$ cat config.mk
export PLATFORM = sky130hd
export DESIGN_NAME = mfqs_cfg_regs
export DESIGN_NICKNAME = d
export VERILOG_FILES = /design/src/design/multilevel_feedback_queue_scheduler_core_assert.svh /design/src/design/mfqs_pkg.sv /design/src/design/mfqs_cfg_regs.sv
export SDC_FILE = /design/constraint.sdc
export NUM_CORES = 1
export LEC_CHECK = 0
export ABC_AREA = 1
export BUFFER_PORTS_ARGS = -buffer_cell sky130_fd_sc_hd__buf_2
export CAP_MARGIN = 15
export CORE_MARGIN = 2
export CORE_UTILIZATION = 41
export DETAILED_ROUTE_END_ITERATION = 6
export HOLD_SLACK_MARGIN = 0.12
export PLACE_DENSITY_LB_ADDON = 0.12
export SKIP_LAST_GASP = 1
export SLEW_MARGIN = 25
export SYNTH_ARGS = -nofsm -noshare
export SYNTH_HDL_FRONTEND = slang
export SYNTH_SLANG_ARGS = --single-unit
$ cat constraint.sdc
create_clock -name i_clk -period 0.9 [get_ports i_clk]
set_input_delay 0.18 -clock i_clk [delete_from_list [all_inputs] [get_ports i_clk]]
set_output_delay 0.18 -clock i_clk [all_outputs]
set_load 0.005 [all_outputs]
$ cat src/design/multilevel_feedback_queue_scheduler_core_assert.svh
// ============================================================================
// Assertion macros for the multilevel feedback queue scheduler
// Implication checks sampled on i_clk and disabled while i_rst_n is low.
// ============================================================================
`ifndef MULTILEVEL_FEEDBACK_QUEUE_SCHEDULER_CORE_ASSERT_SVH
`define MULTILEVEL_FEEDBACK_QUEUE_SCHEDULER_CORE_ASSERT_SVH

// Same-cycle implication
`define MFQS_ASSERT_IMP(name, ante, cons, msg) \
    name: assert property (@(posedge i_clk) disable iff (!i_rst_n) \
        (ante) |-> (cons)) else $error(msg);

// Next-cycle implication
`define MFQS_ASSERT_NEXT(name, ante, cons, msg) \
    name: assert property (@(posedge i_clk) disable iff (!i_rst_n) \
        (ante) |=> (cons)) else $error(msg);

`endif

$ cat src/design/mfqs_pkg.sv
// ============================================================================
// mfqs_pkg
// Shared types, codes and constants of the multilevel feedback queue scheduler.
// ============================================================================
package mfqs_pkg;

    // Port field widths
    localparam int SLOT_IW  = 6;
    localparam int LEVEL_OW = 2;
    localparam int TICKS_OW = 32;
    localparam int LIMIT_W  = 16;

    // Configuration port
    localparam int CFG_AW = 4;
    localparam int CFG_DW = 32;

    localparam logic [1:0] REG_LIMIT1 = 2'd0;
    localparam logic [1:0] REG_LIMIT2 = 2'd1;
    localparam logic [1:0] REG_LIMIT3 = 2'd2;

    localparam logic [LIMIT_W-1:0] LIMIT1_RST = 16'd32;
    localparam logic [LIMIT_W-1:0] LIMIT2_RST = 16'd16;
    localparam logic [LIMIT_W-1:0] LIMIT3_RST = 16'd8;

    // Parameter defaults
    localparam int DEF_NUM_SLOTS  = 64;
    localparam int DEF_NUM_LEVELS = 4;
    localparam int DEF_TICK_WIDTH = 32;

    typedef enum logic [1:0] {
        ACT_ADMIT     = 2'd0,
        ACT_SET_READY = 2'd1,
        ACT_RELEASE   = 2'd2,
        ACT_TICK      = 2'd3
    } t_action;

    typedef enum logic [1:0] {
        ST_OK   = 2'd0,
        ST_IDLE = 2'd1,
        ST_BAD  = 2'd2
    } t_status;

    typedef enum logic [3:0] {
        S_IDLE,
        S_DECODE,
        S_CLEAR,
        S_UNL_RD,
        S_UNL_HEAD,
        S_UNL_WALK,
        S_SCAN_LVL,
        S_SCAN,
        S_CHARGE,
        S_APPEND,
        S_DONE
    } t_state;

    typedef struct packed {
        logic [LIMIT_W-1:0] lim1;
        logic [LIMIT_W-1:0] lim2;
        logic [LIMIT_W-1:0] lim3;
    } t_limits;

    typedef struct packed {
        logic                granted;
        logic [SLOT_IW-1:0]  slot;
        logic [LEVEL_OW-1:0] level;
        logic                demoted;
        logic [TICKS_OW-1:0] ticks;
        t_status             status;
    } t_result;

endpackage

$ cat src/design/mfqs_cfg_regs.sv
// ============================================================================
// mfqs_cfg_regs
// APB-style register file holding the per-level slice limits.
// ============================================================================
module mfqs_cfg_regs
    import mfqs_pkg::*;
(
    input  logic              i_clk,
    input  logic              i_rst_n,
    input  logic              psel,
    input  logic              penable,
    input  logic              pwrite,
    input  logic [CFG_AW-1:0] paddr,
    input  logic [CFG_DW-1:0] pwdata,
    output logic [CFG_DW-1:0] prdata,
    output logic              pready,
    output t_limits           o_limits
);

    t_limits    r_limits;
    logic       w_wr;
    logic [1:0] w_idx;

    assign pready   = 1'b1;
    assign w_wr     = psel & penable & pwrite;
    assign w_idx    = paddr[3:2];
    assign o_limits = r_limits;

    // register writes
    always_ff @(posedge i_clk) begin
        if (!i_rst_n) begin
            r_limits.lim1 <= LIMIT1_RST;
            r_limits.lim2 <= LIMIT2_RST;
            r_limits.lim3 <= LIMIT3_RST;
        end else if (w_wr) begin
            if (w_idx == REG_LIMIT1) r_limits.lim1 <= pwdata[LIMIT_W-1:0];
            if (w_idx == REG_LIMIT2) r_limits.lim2 <= pwdata[LIMIT_W-1:0];
            if (w_idx == REG_LIMIT3) r_limits.lim3 <= pwdata[LIMIT_W-1:0];
        end
    end

    // read mux
    always_comb begin
        unique case (w_idx)
            REG_LIMIT1: prdata = CFG_DW'(r_limits.lim1);
            REG_LIMIT2: prdata = CFG_DW'(r_limits.lim2);
            REG_LIMIT3: prdata = CFG_DW'(r_limits.lim3);
            default:    prdata = '0;
        endcase
    end

endmodule

==> impl_metrics.py <==
metrics = {
    "run_status": {
        "status": "finished with violations",
        "violations": "negative setup slack",
    },
    "placement": {
        "finalWeightedCongestion": 0.767,
        "dpl_worst_slack_ns": -0.294,
        "io_buffers": 86,
        "dpl-instance-area_um2": 3000,
        "dp_cells": 542,
        "dp_hpwl_um": 4700,
    },
    "global_routing": {
        "grt_max_degree": 39,
        "grt_pass1_vias": 2249,
        "grt_usage_pct": 21.1,
        "antenna_found_initial": 0,
        "overflow": 0,
        "grt_pass1_wl_um": 10700,
    },
    "detailed_routing": {
        "vias_per_cell": 4.66,
        "ant_nets": 0,
        "drc_errors": 0,
        "vias": 2668,
        "drtPass1Iterations": 4,
        "drt_iter0_markers": 66,
        "wire_per_inst_um": 12.4,
        "routed_wl_um": 7090,
    },
    "clock_network": {
        "cts_tree": "built",
        "clockRootBuffer": "clkbuf_8",
        "cts-htree-levels": 2,
        "clkLatencyLatePin_ns": 0.29,
        "cts.clk_slew.worst_paths_ns": 0.08,
        "clk_path_buf_depth": 2,
        "cts_sinks": 48,
        "cts_buffers": 5,
    },
    "power": {
        "p_leak_nw": 1.91,
        "power.density_nw_per_um2": 1120,
        "peakVddDrop_v": 0.000817,
    },
    "logic_synthesis": {
        "netlist_instances": 372,
        "synth-seq-area-share_pct": 39.4,
        "synthTopCellsByCount": "nand2_1 (100), nor2_1 (91), nand3_1 (64)",
        "async_flop_share_pct": 0,
        "ys_types": 15,
        "yosysWarnings": 0,
        "netlist_top_cells_area": "dfxtp_1 (39%), nand2_1 (15%), nor2_1 (14%), nand3_1 (13%), buf_4 (5.2%)",
        "ys_ff_latch": 48,
        "post-synth-top-count-cell": "nand2_1",
        "dominantRegCellSynth": "dfxtp_1",
        "avgSynthCellArea_um2": 6.56,
        "yosys.area.top_type": "dfxtp_1",
        "synth_top_area_share_pct": 39.4,
        "synth-edff-count": 0,
        "synthesis.area_um2": 2440,
    },
    "floorplanning": {
        "die_h_um": 81.2,
        "die_x_um": 81.2,
        "dieArea_um2": 6590,
        "num_rows": 28,
        "start_util_pct": 41.7,
        "io_pins": 122,
        "core_um2": 5850,
    },
    "layout": {
        "fin_util_pct": 62.7,
        "drive_above_1_share_pct": 47.9,
        "nNetsFinal": 540,
        "largest_reg_flops": 48,
        "stdcell_area_um2": 3670,
        "area_delta_synth_final_pct": 50.3,
        "instances_no_fill": 572,
        "num_antenna_cells": 0,
    },
    "critical_path": {
        "worstSetupEndpointType": "output port",
        "worstPathRequired_ns": 0.72,
        "crit_fanout": 3,
        "reg2regPathDepth": 4,
        "cp-start-kind": "flop",
        "reg2reg_slack_ns": 0.09,
        "crit_arrival_ns": 0.92,
        "r2r-start": "o_limits[14]$_SDFFE_PN0P_",
        "critPathKind": "flop to output port",
        "r2r_end": "o_limits[14]$_SDFFE_PN0P_",
    },
    "run": {
        "timing.max_cap.violations": 0,
    },
    "timing": {
        "hold_slack_ns": 0.152,
        "finalCriticalPeriod_ns": 1.10,
        "finalSetupViolCount": 68,
        "hold_viol_final": 0,
        "drv_slew": 0,
        "fin_crit_sh_pct": 122,
        "worst_slack_ns": -0.196,
        "fmax_mhz": 912,
        "clock-skew-final_ns": 0,
        "rsz0062_at_grt": "true",
    },
    "hold_path": {
        "hold_start": "i_rst_n",
        "hold_depth": 3,
        "min_path_type": "input port to flop",
        "min_delay_worst_endpoint": "o_limits[13]$_SDFFE_PN0P_",
    },
}
-- cells in the final DEF, fill, tap and decap left out --
master and count:
buf_8 1, inv_6 1, nand2_4 2, buf_12 2, dfxtp_2 43, nand2_2 21, conb_1 17, inv_1 14
inv_4 1, clkbuf_8 5, nand3_4 1, inv_2 3, buf_4 38, dfxtp_4 5, nor2_4 7, nand3_2 9
nand2_1 77, nor2_1 90, o21ai_0 3, nand3_1 55, dlygate4sd3_1 3, buf_2 66, buf_6 33
-- layer usage --
layer | part of all wire [%] | track usage [%]
met5 | 0 | 0
met4 | 1.1 | 4.41
met3 | 4.3 | 4.33
met2 | 51 | 38.6
met1 | 43 | 25.3
-- through the flow --
stage | power [mW] | TNS [ns]
2_1_floorplan | 2.63 | 0
3_3_place_gp | 2.84 | -13.02
3_5_place_dp | 2.84 | -13.89
4_1_cts | 4.10 | -4.74
5_1_grt | 4.33 | -7.68
6_report | 4.11 | -4.87
-- kinds of logic (layout without fill, tap and decap cells) --
group                  Yosys count  count (layout)  share of synthesized area [%]
buffers and inverters           57             167                           14.1
flip-flops                      48              48                           39.4
other                            2              17                          0.308
AO/OA/AOI/OAI                    3               3                          0.615
AND/OR/NAND/NOR                262             262                           45.6
-- critical path, cell delays in order (launching register included) --
cell and delay, ns:
dfxtp_2 0.35, nand2_2 0.07, nand3_2 0.08, buf_2 0.13
-- area by class of cell --
class,count,area [µm²]
Multi-Input combinational cell,282,1320
Timing Repair Buffer,143,1070
Fill cell,547,2180
Sequential cell,48,1030
Tap cell,75,93.8
Clock buffer,5,68.8
Inverter,19,78.8
-- worst max path at each step --
stage / depth (start not counted) / to / from
6_report: 3 / prdata[15] / o_limits[15]$_SDFFE_PN0P_
5_1_grt: 7 / prdata[2] / paddr[2]
4_1_cts: 7 / prdata[4] / paddr[2]
3_5_place_dp: 7 / prdata[15] / paddr[3]
3_3_place_gp: 7 / prdata[15] / paddr[3]
2_1_floorplan: 4 / prdata[0] / paddr[3]
-- power by group --
group          internal, mW  switching (mW)
Combinational         0.351           0.390
Sequential             2.16          0.0434
Clock                 0.503           0.661
-- repair_timing --
action / CTS / global route
resized for setup: 88 / 48
pin swaps: 11 / 18
setup buffers: 13 / 7
gates cloned: 3 / 0
hold endpoints to repair: 2 / 1
hold buffers: 2 / 1
endpoints found under the setup margin: 64 / 78
Power figures use the tool's default switching activity.
